==> config.mk <==
export PLATFORM = sky130hd
export DESIGN_NAME = life_like_automaton_tile_step
export DESIGN_NICKNAME = d
export VERILOG_FILES = /design/src/sv/lltile_pkg.sv /design/src/sv/lltile_cell_eval.sv /design/src/sv/lltile_row_mem.sv /design/src/sv/life_like_automaton_tile_step.sv
export SDC_FILE = /design/constraint.sdc
export NUM_CORES = 1
export LEC_CHECK = 0
export BUFFER_PORTS_ARGS = -buffer_cell sky130_fd_sc_hd__buf_2
export CAP_MARGIN = 20
export CORE_MARGIN = 3
export CORE_UTILIZATION = 35
export DETAILED_ROUTE_END_ITERATION = 10
export PLACE_DENSITY = 0.58
export SLEW_MARGIN = 10
export SYNTH_ARGS = -nofsm -noshare
export SYNTH_HDL_FRONTEND = slang
export SYNTH_HIERARCHICAL = 1
export SYNTH_SLANG_ARGS = --single-unit
export TNS_END_PERCENT = 100
==> constraint.sdc <==
create_clock -name i_clk -period 19 [get_ports i_clk]
set_input_delay 2.85 -clock i_clk [delete_from_list [all_inputs] [get_ports i_clk]]
set_output_delay 2.85 -clock i_clk [all_outputs]
set_load 0.05 [all_outputs]
==> src/sv/lltile_pkg.sv <==
// Shared types and codes for the Life-like automaton tile.
// Used by the cell evaluator and the top-level sequencer; depends on nothing.
`default_nettype none
package lltile_pkg;

    localparam int MASK_W = 9;

    // Action selector codes.
    localparam logic [1:0] KIND_WRITE_CELL = 2'd0;
    localparam logic [1:0] KIND_READ_CELL  = 2'd1;
    localparam logic [1:0] KIND_WRITE_HALO = 2'd2;
    localparam logic [1:0] KIND_GENERATION = 2'd3;

    // Sleep mode codes.
    localparam logic [1:0] MODE_ASLEEP = 2'd0;
    localparam logic [1:0] MODE_BORDER = 2'd1;
    localparam logic [1:0] MODE_AWAKE  = 2'd2;

    // Configuration register indexes.
    localparam logic REG_BIRTH   = 1'b0;
    localparam logic REG_SURVIVE = 1'b1;

    // Verdict of the cell evaluator for one cell.
    typedef struct packed {
        logic alive_next;
        logic born;
        logic died;
    } t_eval;

endpackage
`default_nettype wire

==> src/sv/lltile_cell_eval.sv <==
// Shared neighbour-count and rule unit, evaluating one cell per cycle.
// Depends on lltile_pkg for the result struct and mask width.
`default_nettype none
module lltile_cell_eval
    import lltile_pkg::*;
(
    input  wire logic [2:0]        i_up,
    input  wire logic [2:0]        i_mid,
    input  wire logic [2:0]        i_dn,
    input  wire logic              i_enable,
    input  wire logic [MASK_W-1:0] i_birth_mask,
    input  wire logic [MASK_W-1:0] i_survive_mask,
    output t_eval                  o_eval
);

    logic [3:0] count;
    logic       center;

    // Sum of the eight neighbours around the center bit.
    assign count = 4'(i_up[0]) + 4'(i_up[1]) + 4'(i_up[2]) + 4'(i_mid[0]) +
                   4'(i_mid[2]) + 4'(i_dn[0]) + 4'(i_dn[1]) + 4'(i_dn[2]);
    assign center = i_mid[1];

    // Apply the birth or survival rule when the cell is evaluated.
    always_comb begin
        o_eval.alive_next = center;
        o_eval.born       = 1'b0;
        o_eval.died       = 1'b0;
        if (i_enable) begin
            if (center) begin
                if (!i_survive_mask[count]) begin
                    o_eval.alive_next = 1'b0;
                    o_eval.died       = 1'b1;
                end
            end else if (i_birth_mask[count]) begin
                o_eval.alive_next = 1'b1;
                o_eval.born       = 1'b1;
            end
        end
    end

endmodule
`default_nettype wire

==> src/sv/lltile_row_mem.sv <==
// Row-wide cell store: one write port and one registered read port.
// Rows never written read as all dead through per-row valid bits; no dependencies.
`default_nettype none
module lltile_row_mem #(
    parameter int ROWS  = 16,
    parameter int WIDTH = 16
) (
    input  wire logic                    i_clk,
    input  wire logic                    i_rst_n,
    input  wire logic                    i_wr_en,
    input  wire logic [$clog2(ROWS)-1:0] i_wr_addr,
    input  wire logic [WIDTH-1:0]        i_wr_data,
    input  wire logic                    i_rd_en,
    input  wire logic [$clog2(ROWS)-1:0] i_rd_addr,
    output logic      [WIDTH-1:0]        o_rd_data
);

    logic [WIDTH-1:0] r_mem [ROWS];
    logic [ROWS-1:0]  r_valid;

    // Storage array write.
    always_ff @(posedge i_clk) begin
        if (i_wr_en) begin
            r_mem[i_wr_addr] <= i_wr_data;
        end
    end

    // Valid bits, cleared all at once by reset.
    always_ff @(posedge i_clk) begin
        if (!i_rst_n) begin
            r_valid <= '0;
        end else if (i_wr_en) begin
            r_valid[i_wr_addr] <= 1'b1;
        end
    end

    // Registered read; an unwritten row reads as zero.
    always_ff @(posedge i_clk) begin
        if (i_rd_en) begin
            o_rd_data <= r_valid[i_rd_addr] ? r_mem[i_rd_addr] : '0;
        end
    end

endmodule
`default_nettype wire

==> src/sv/life_like_automaton_tile_step.sv <==
// Top level of the Life-like automaton tile: sequencer, halo ring and counters.
// Depends on lltile_pkg, lltile_cell_eval and lltile_row_mem.
`default_nettype none
// One stream transfer in gives one result transfer out. A halo write goes
// straight to the result state, a cell read or write through the cell state,
// a generation while asleep through the finish state alone, and any other
// generation loads two rows, then scans: the single cell evaluator visits one
// cell per cycle while rows stream through a three-row window from the row
// memory. The next transfer is taken once the result register is empty and
// the sequencer is idle. The tile comes out of reset all dead, no clearing pass.
module life_like_automaton_tile_step
    import lltile_pkg::*;
#(
    parameter int GRID_SIDE = 16,
    parameter int IDLE_BITS = 16
) (
    input  wire logic        i_clk,
    input  wire logic        i_rst_n,
    // APB-style configuration port
    input  wire logic        psel,
    input  wire logic        penable,
    input  wire logic        pwrite,
    input  wire logic [2:0]  paddr,
    input  wire logic [31:0] pwdata,
    output logic      [31:0] prdata,
    output logic             pready,
    // Input stream
    input  wire logic        s_axis_tvalid,
    output logic             s_axis_tready,
    // col[3:0], row[7:4], value[8], halo_index[15:9],
    // neighbour_border_changed[16], neighbours_all_empty[17], zero pad
    input  wire logic [23:0] s_axis_tdata,
    // kind[1:0]
    input  wire logic [1:0]  s_axis_tuser,
    // Result stream
    output logic             m_axis_tvalid,
    input  wire logic        m_axis_tready,
    // read_alive[0], births[9:1], deaths[18:10], alive_count[27:19],
    // border_changed[28], sleep_mode[30:29], idle_generations[46:31], zero pad
    output logic      [47:0] m_axis_tdata
);

    localparam int N  = GRID_SIDE;
    localparam int XW = $clog2(N);
    localparam int WW = N + 2;
    localparam int CW = $clog2(N * N + 1);
    localparam int HTOP = 0;
    localparam int HBOT = N + 2;
    localparam int HLEFT = 2 * N + 4;
    localparam int HRIGHT = 3 * N + 4;
    localparam logic [IDLE_BITS-1:0] IDLE_MAX = '1;

    typedef enum logic [2:0] {
        S_IDLE, S_CELL_RW, S_LD0, S_LD1, S_SCAN, S_FINISH, S_RESP
    } t_state;

    t_state              r_state;
    logic [1:0]          r_kind;
    logic [XW-1:0]       r_col, r_row;
    logic                r_value, r_nbc, r_nae;
    logic [MASK_W-1:0]   r_birth_mask, r_survive_mask;
    logic [WW-1:0]       r_top, r_bot;
    logic [N-1:0]        r_left, r_right;
    logic [CW-1:0]       r_pop, r_birth_tot, r_death_tot, r_born, r_died;
    logic [1:0]          r_mode;
    logic [IDLE_BITS-1:0] r_idle;
    logic                r_edge_flag, r_edge_acc, r_read_val;
    logic [XW-1:0]       r_x, r_y;
    logic [WW-1:0]       r_up, r_mid, r_dn;
    logic [N-1:0]        r_new_row;
    logic                r_m_valid;
    logic [47:0]         r_m_data;

    logic          accept, cfg_write;
    logic [1:0]    in_kind;
    logic [XW-1:0] in_col, in_row;
    logic [6:0]    in_hidx;
    logic          rd_en, wr_en;
    logic [XW-1:0] rd_addr, wr_addr;
    logic [N-1:0]  wr_data, rd_data, row_now;
    logic [XW:0]   y2;
    logic [XW-1:0] y2_idx;
    logic          is_edge;
    t_eval         ev;
    logic          changed;
    logic [CW-1:0] n_pop;
    logic [1:0]    n_mode;

    // Reduce a four-bit coordinate modulo the tile side.
    function automatic logic [XW-1:0] mod_side(input logic [3:0] v);
        int t;
        t = int'(v);
        for (int k = 0; k < 5; k++) begin
            if (t >= N) begin
                t = t - N;
            end
        end
        return XW'(t);
    endfunction

    // Window row: left halo bit lowest, then the cells, then the right halo bit.
    function automatic logic [WW-1:0] form_row(input logic [N-1:0] bits,
                                               input logic lb, input logic rb);
        return {rb, bits, lb};
    endfunction

    assign accept    = s_axis_tvalid && s_axis_tready;
    assign cfg_write = psel && penable && pwrite && pready;
    assign in_kind   = s_axis_tuser;
    assign in_col    = mod_side(s_axis_tdata[3:0]);
    assign in_row    = mod_side(s_axis_tdata[7:4]);
    assign in_hidx   = s_axis_tdata[15:9];

    assign s_axis_tready = (r_state == S_IDLE) && !r_m_valid;
    assign m_axis_tvalid = r_m_valid;
    assign m_axis_tdata  = r_m_data;
    assign pready        = 1'b1;
    assign prdata = 32'(paddr[2] == REG_SURVIVE ? r_survive_mask : r_birth_mask);

    assign y2     = {1'b0, r_y} + (XW+1)'(2);
    assign y2_idx = y2[XW-1:0];
    assign is_edge = (r_x == '0) || (r_x == XW'(N - 1)) ||
                     (r_y == '0) || (r_y == XW'(N - 1));

    lltile_row_mem #(.ROWS(N), .WIDTH(N)) u_rows (
        .i_clk     (i_clk),
        .i_rst_n   (i_rst_n),
        .i_wr_en   (wr_en),
        .i_wr_addr (wr_addr),
        .i_wr_data (wr_data),
        .i_rd_en   (rd_en),
        .i_rd_addr (rd_addr),
        .o_rd_data (rd_data)
    );

    lltile_cell_eval u_eval (
        .i_up           (r_up[r_x +: 3]),
        .i_mid          (r_mid[r_x +: 3]),
        .i_dn           (r_dn[r_x +: 3]),
        .i_enable       ((r_mode == MODE_AWAKE) || is_edge),
        .i_birth_mask   (r_birth_mask),
        .i_survive_mask (r_survive_mask),
        .o_eval         (ev)
    );

    // New row so far, including the cell evaluated this cycle.
    always_comb begin
        row_now      = r_new_row;
        row_now[r_x] = ev.alive_next;
    end

    // Row memory control.
    always_comb begin
        rd_en   = 1'b0;
        rd_addr = in_row;
        wr_en   = 1'b0;
        wr_addr = r_y;
        wr_data = row_now;
        unique case (r_state)
            S_IDLE: begin
                if (accept && (in_kind == KIND_WRITE_CELL || in_kind == KIND_READ_CELL)) begin
                    rd_en = 1'b1;
                end else if (accept && in_kind == KIND_GENERATION &&
                             r_mode != MODE_ASLEEP) begin
                    rd_en   = 1'b1;
                    rd_addr = '0;
                end
            end
            S_LD0: begin
                rd_en   = 1'b1;
                rd_addr = XW'(1);
            end
            S_SCAN: begin
                if (r_x == '0 && y2 < (XW+1)'(N)) begin
                    rd_en   = 1'b1;
                    rd_addr = y2_idx;
                end
                wr_en = (r_x == XW'(N - 1));
            end
            S_CELL_RW: begin
                wr_en          = (r_kind == KIND_WRITE_CELL);
                wr_addr        = r_row;
                wr_data        = rd_data;
                wr_data[r_col] = r_value;
            end
            default: begin
            end
        endcase
    end

    // End-of-generation bookkeeping.
    always_comb begin
        changed = (r_born != '0) || (r_died != '0);
        n_pop   = changed ? (r_pop + r_born - r_died) : r_pop;
        if (changed) begin
            n_mode = MODE_AWAKE;
        end else begin
            n_mode = r_nbc ? MODE_BORDER : MODE_ASLEEP;
        end
    end

    // Configuration registers.
    always_ff @(posedge i_clk) begin
        if (!i_rst_n) begin
            r_birth_mask   <= MASK_W'(8);
            r_survive_mask <= MASK_W'(12);
        end else if (cfg_write) begin
            unique case (paddr[2])
                REG_BIRTH:   r_birth_mask   <= pwdata[MASK_W-1:0];
                REG_SURVIVE: r_survive_mask <= pwdata[MASK_W-1:0];
                default: begin
                end
            endcase
        end
    end

    // Halo ring, written one bit per transfer.
    always_ff @(posedge i_clk) begin
        if (!i_rst_n) begin
            r_top   <= '0;
            r_bot   <= '0;
            r_left  <= '0;
            r_right <= '0;
        end else if (accept && in_kind == KIND_WRITE_HALO) begin
            for (int i = 0; i < WW; i++) begin
                if (int'(in_hidx) == HTOP + i) r_top[i] <= s_axis_tdata[8];
                if (int'(in_hidx) == HBOT + i) r_bot[i] <= s_axis_tdata[8];
            end
            for (int i = 0; i < N; i++) begin
                if (int'(in_hidx) == HLEFT + i)  r_left[i]  <= s_axis_tdata[8];
                if (int'(in_hidx) == HRIGHT + i) r_right[i] <= s_axis_tdata[8];
            end
        end
    end

    // Sequencer with tile state and the result register.
    always_ff @(posedge i_clk) begin
        if (!i_rst_n) begin
            r_state     <= S_IDLE;
            r_pop       <= '0;
            r_mode      <= MODE_ASLEEP;
            r_idle      <= '0;
            r_edge_flag <= 1'b0;
            r_birth_tot <= '0;
            r_death_tot <= '0;
            r_m_valid   <= 1'b0;
        end else begin
            if (r_m_valid && m_axis_tready) begin
                r_m_valid <= 1'b0;
            end
            unique case (r_state)
                S_IDLE: begin
                    if (accept) begin
                        r_kind     <= in_kind;
                        r_col      <= in_col;
                        r_row      <= in_row;
                        r_value    <= s_axis_tdata[8];
                        r_nbc      <= s_axis_tdata[16];
                        r_nae      <= s_axis_tdata[17];
                        r_read_val <= 1'b0;
                        r_born     <= '0;
                        r_died     <= '0;
                        r_edge_acc <= 1'b0;
                        r_up       <= r_top;
                        r_x        <= '0;
                        r_y        <= '0;
                        unique case (in_kind)
                            KIND_WRITE_CELL, KIND_READ_CELL: r_state <= S_CELL_RW;
                            KIND_WRITE_HALO:                 r_state <= S_RESP;
                            KIND_GENERATION: begin
                                r_state <= (r_mode == MODE_ASLEEP) ? S_FINISH : S_LD0;
                            end
                            default: r_state <= S_RESP;
                        endcase
                    end
                end
                S_CELL_RW: begin
                    if (r_kind == KIND_READ_CELL) begin
                        r_read_val <= rd_data[r_col];
                    end else if (rd_data[r_col] != r_value) begin
                        r_pop  <= r_value ? r_pop + CW'(1) : r_pop - CW'(1);
                        r_mode <= MODE_AWAKE;
                    end
                    r_state <= S_RESP;
                end
                S_LD0: begin
                    r_mid   <= form_row(rd_data, r_left[0], r_right[0]);
                    r_state <= S_LD1;
                end
                S_LD1: begin
                    r_dn    <= form_row(rd_data, r_left[1], r_right[1]);
                    r_state <= S_SCAN;
                end
                S_SCAN: begin
                    r_new_row[r_x] <= ev.alive_next;
                    if (ev.born) r_born <= r_born + CW'(1);
                    if (ev.died) r_died <= r_died + CW'(1);
                    if ((ev.born || ev.died) && is_edge) r_edge_acc <= 1'b1;
                    if (r_x == XW'(N - 1)) begin
                        // Slide the window down one row.
                        r_x   <= '0;
                        r_up  <= r_mid;
                        r_mid <= r_dn;
                        if (y2 < (XW+1)'(N)) begin
                            r_dn <= form_row(rd_data, r_left[y2_idx], r_right[y2_idx]);
                        end else if (y2 == (XW+1)'(N)) begin
                            r_dn <= r_bot;
                        end
                        if (r_y == XW'(N - 1)) begin
                            r_state <= S_FINISH;
                        end else begin
                            r_y <= r_y + XW'(1);
                        end
                    end else begin
                        r_x <= r_x + XW'(1);
                    end
                end
                S_FINISH: begin
                    r_birth_tot <= r_born;
                    r_death_tot <= r_died;
                    r_edge_flag <= r_edge_acc;
                    r_pop       <= n_pop;
                    r_mode      <= n_mode;
                    if (n_mode == MODE_ASLEEP && n_pop == '0 && r_nae) begin
                        if (r_idle != IDLE_MAX) r_idle <= r_idle + IDLE_BITS'(1);
                    end else begin
                        r_idle <= '0;
                    end
                    r_state <= S_RESP;
                end
                S_RESP: begin
                    r_m_data  <= {1'b0, 16'(r_idle), r_mode, r_edge_flag,
                                  9'(r_pop), 9'(r_death_tot), 9'(r_birth_tot),
                                  r_read_val};
                    r_m_valid <= 1'b1;
                    r_state   <= S_IDLE;
                end
                default: r_state <= S_IDLE;
            endcase
        end
    end

endmodule
`default_nettype wire

==> metrics.txt <==
Antenna Nets Post-Route=0; status=complete, no violations; share of cells above drive strength 1=20.27%; post-DR vias/cell=5.363; total CTS buffers=61; Crit Path Max Fanout=19; Synth Area in Compound Gates=8.295%; CTS root buffer=clkbuf_16; Mean Syn Cell Area=12.61 um2; sequential fraction of design power=36.0%; detailed placer's ending HPWL=45520 um; final worst-path cycle share=37.46%; Async SR Flop Fraction=0%; Hold WC Path Type=reg -> reg; Worst setup SP type=register; first-pass GRT wire length=106100 um; cts hold-fix bufs=0; FMAX=140.5 MHz; Seq cells post-synth=582; Reg area=15960 um2; Crit path max-delay family=adder cells; post-synthesis cell area=26880 um2; grt ovf=0; sw frac=35.47%; number of gates resized after cts=0; CTS tree=yes; Int Power=3.080 mW; EDFF count, synth=430; CP Buf/Inv Count=4; Switch Pwr=1.693 mW; Die X=283.1 um; dpl cells=3168; post-DR wirelength/cell=20.94 um; pwr/cell area=155.9 nW/um2; post-synthesis mux area share=13.61%; Max-slew headroom=24.90%; Logic pwr share=38.2%; Finished Layout Cells=3291; first-pass detailed-route iteration total=5; RSZ-0062 raised after global routing=no; routed wire length=68920 um; Final nets=2330; initial antenna violation count=5; Rows=100; post-synthesis xor/xnor area fraction=1.010%; die area=80160 um2; Worst EP required=19.48 ns; RePlAce Congestion=0.8738; All-Layer GR Usage=16.81%; delay of the slowest cell on the worst path=0.89 ns; Max Slew Vio Count=0; sequential share of the synthesized area=59.36%; Synth-to-Final Area Change=13.92%; Max Cap Viol=0; Bufs on Longest Clock Path=3; most frequent CP cell=fa_1; Initial Util=35.75%; Syn. warnings=6; cell count after synthesis=2131; Core Region=75200 um2; adder-cell share of the synthesized area=2.458%; Synth Flop Type=edfxtp_1; slowest stage cell, crit path=edfxtp_1; Worst-Skew Late Latency=0.67 ns; CP Cell Sequence=nor2b_1, a221oi_1, a21boi_0, o32ai_1, inv_1, fa_1, fa_1, fa_1, inv_1, ha_1, fa_1, mux2i_1, o22a_1, o21a_1, a32oi_1, buf_4, mux2_2, nor2_1, a31oi_1, buf_4; post-CTS setup buffer count=0; Clk pin slew, worst setup/hold paths=0.06 ns; hold_ws=0.3753 ns; Synth Area in Simple Gates=11.57%; I/O pin total=151; final total negative setup slack=0 ns; Fillers=6990; Worst Clk Skew=0.07910 ns; clock group share of total power=25.8%; Port-buffer cells=94; largest net degree at the start of global routing=93; Yosys cell types=79; Period minus WS final=7.117 ns; via count=17650; CP Data Arrival Time=7.60 ns; vias in the first global route=17640; Final setup viols=0; die height=283.1 um; CTS H-tree depth=2; CP Capture Type=register; Leak Pwr=10.49 nW; largest family of logic cells by synthesized area=multiplexers; multi-input logic area=10150 um2; critical path type=reg -> reg; Initial DRC Count=1737; Final Hold Viols=0; DRC=0; Sink Count=582; Worst IR Drop VDD=0.1484 mV; Least-Margin Pin Slew=1.126 ns
-- worst reg2reg max path: stages (launching register included) --
cell and delay [ns]:
edfxtp_1 0.89, nor2b_1 0.65, a221oi_1 0.24, a21boi_0 0.18, o32ai_1 0.18, inv_1 0.11
fa_1 0.57, fa_1 0.43, fa_1 0.49, inv_1 0.04, ha_1 0.22, fa_1 0.73
mux2i_1 0.15, o22a_1 0.21, o21a_1 0.20, a32oi_1 0.24, buf_4 0.25, mux2_2 0.20
nor2_1 0.05, a31oi_1 0.69, buf_4 0.30
-- path summary, 6_finish.rpt --
kind	to	cells past startpoint	slack (ns)	startpoint
setup / recovery	u_rows/r_mem[8][9]$_DFFE_PP_	20	11.88	r_x[2]$_SDFFCE_PN0P_
hold / removal	m_axis_tdata[13]$_DFFE_PP_	0	0.38	r_death_tot[3]$_SDFFE_PN0P_
hold reg to reg	m_axis_tdata[13]$_DFFE_PP_	0	0.38	r_death_tot[3]$_SDFFE_PN0P_
setup reg to reg	u_rows/r_mem[8][9]$_DFFE_PP_	20	11.88	r_x[2]$_SDFFCE_PN0P_
-- cell families after synthesis --
group | count (synthesis)
compound gates | 366
xor+xnor | 31
fa+ha+maj | 45
buf+inv | 211
flops | 582
mux | 209
other cells | 2
simple gates | 685
-- power by group through the flow --
stage	combinational [mW]	clock, mW	sequential (mW)
6_report	1.82	1.23	1.72
5_1_grt	2.01	1.31	1.73
4_1_cts	1.81	1.26	1.72
3_5_place_dp	1.80	0	1.75
3_3_place_gp	1.75	0	1.74
2_1_floorplan	1.39	0	1.69
-- registers in the layout, indices dropped and copies added, names as in the netlist, 18 cells and up --
register and count:
u_rows/r_mem 256, m_axis_tdata 47, r_bot 18, r_dn 18
r_mid 18, r_top 18, r_up 18
-- per-stage QoR --
step / utilization, % / setup slack [ns] / power, mW / area (um2)
floorplan: - / 12.49 / 3.071 / 26970
global placement: 37.80 / 11.81 / 3.493 / 28420
detailed placement: 37.82 / 11.53 / 3.546 / 28440
CTS: 40.60 / 11.58 / 4.786 / 30530
global route: 40.72 / 11.42 / 5.044 / 30620
finish: 40.72 / 11.88 / 4.774 / 30620
-- synth_stat cells (26+ instances only) --
| cell | instances | share of area [%] |
|---|---|---|
| edfxtp_1 | 430 | 48 |
| nand2_1 | 316 | 4.4 |
| a21oi_1 | 159 | 3.0 |
| dfxtp_1 | 152 | 11 |
| nor2_1 | 145 | 2.0 |
| mux4_2 | 115 | 9.6 |
| clkbuf_1 | 85 | 1.2 |
| o21ai_0 | 73 | 1.4 |
| inv_1 | 57 | 0.80 |
| nand3_1 | 53 | 0.99 |
| mux2_2 | 51 | 2.1 |
| mux2i_1 | 39 | 1.5 |
| a22oi_1 | 37 | 1.0 |
| nand4_1 | 37 | 0.86 |
| ha_1 | 32 | 1.5 |
| buf_4 | 28 | 0.78 |
| nor3_1 | 26 | 0.48 |
-- per-layer routing --
metal / global-route usage [%] / part of all wire [%]
met5: 0 / 0
met4: 5.222 / 2.8
met3: 2.283 / 6.0
met2: 28.48 / 49
met1: 22.45 / 42
-- final cells by class --
cell class | instances | area share (%)
diodes | 2 | 0.01634
multi-input cells | 1361 | 33.15
flip-flops and latches | 582 | 52.10
clock buffers | 85 | 5.443
repair buffers | 151 | 2.966
inverters | 60 | 0.7436
well taps | 1020 | 4.168
clock inverters | 30 | 1.406
-- layout by cell type (no fill, tap or decap), drive strengths merged, types with 10 or more instances in the layout --
| cell type | netlist | routed |
|---|---|---|
| and3 | 17 | 17 |
| nand4 | 37 | 37 |
| fa | 13 | 13 |
| nor2b | 18 | 18 |
| inv | 58 | 60 |
| xnor2 | 19 | 19 |
| mux4 | 119 | 119 |
| or3 | 14 | 14 |
| a22oi | 37 | 37 |
| xor2 | 12 | 12 |
| nand2 | 316 | 316 |
| nand3 | 54 | 54 |
| clkbuf | 85 | 85 |
| nor2 | 146 | 146 |
| o21a | 18 | 18 |
| a21oi | 159 | 159 |
| conb | 2 | 25 |
| a21o | 10 | 10 |
| a31oi | 13 | 13 |
| a211oi | 17 | 17 |
| dfxtp | 152 | 152 |
| mux2i | 39 | 39 |
| o21ai | 73 | 73 |
| nor3 | 27 | 27 |
| nand2b | 18 | 18 |
| edfxtp | 430 | 430 |
| mux2 | 51 | 51 |
| buf | 66 | 151 |
| ha | 32 | 32 |
| clkinv | 2 | 21 |
No activity file was read; power rests on OpenSTA's default activity.
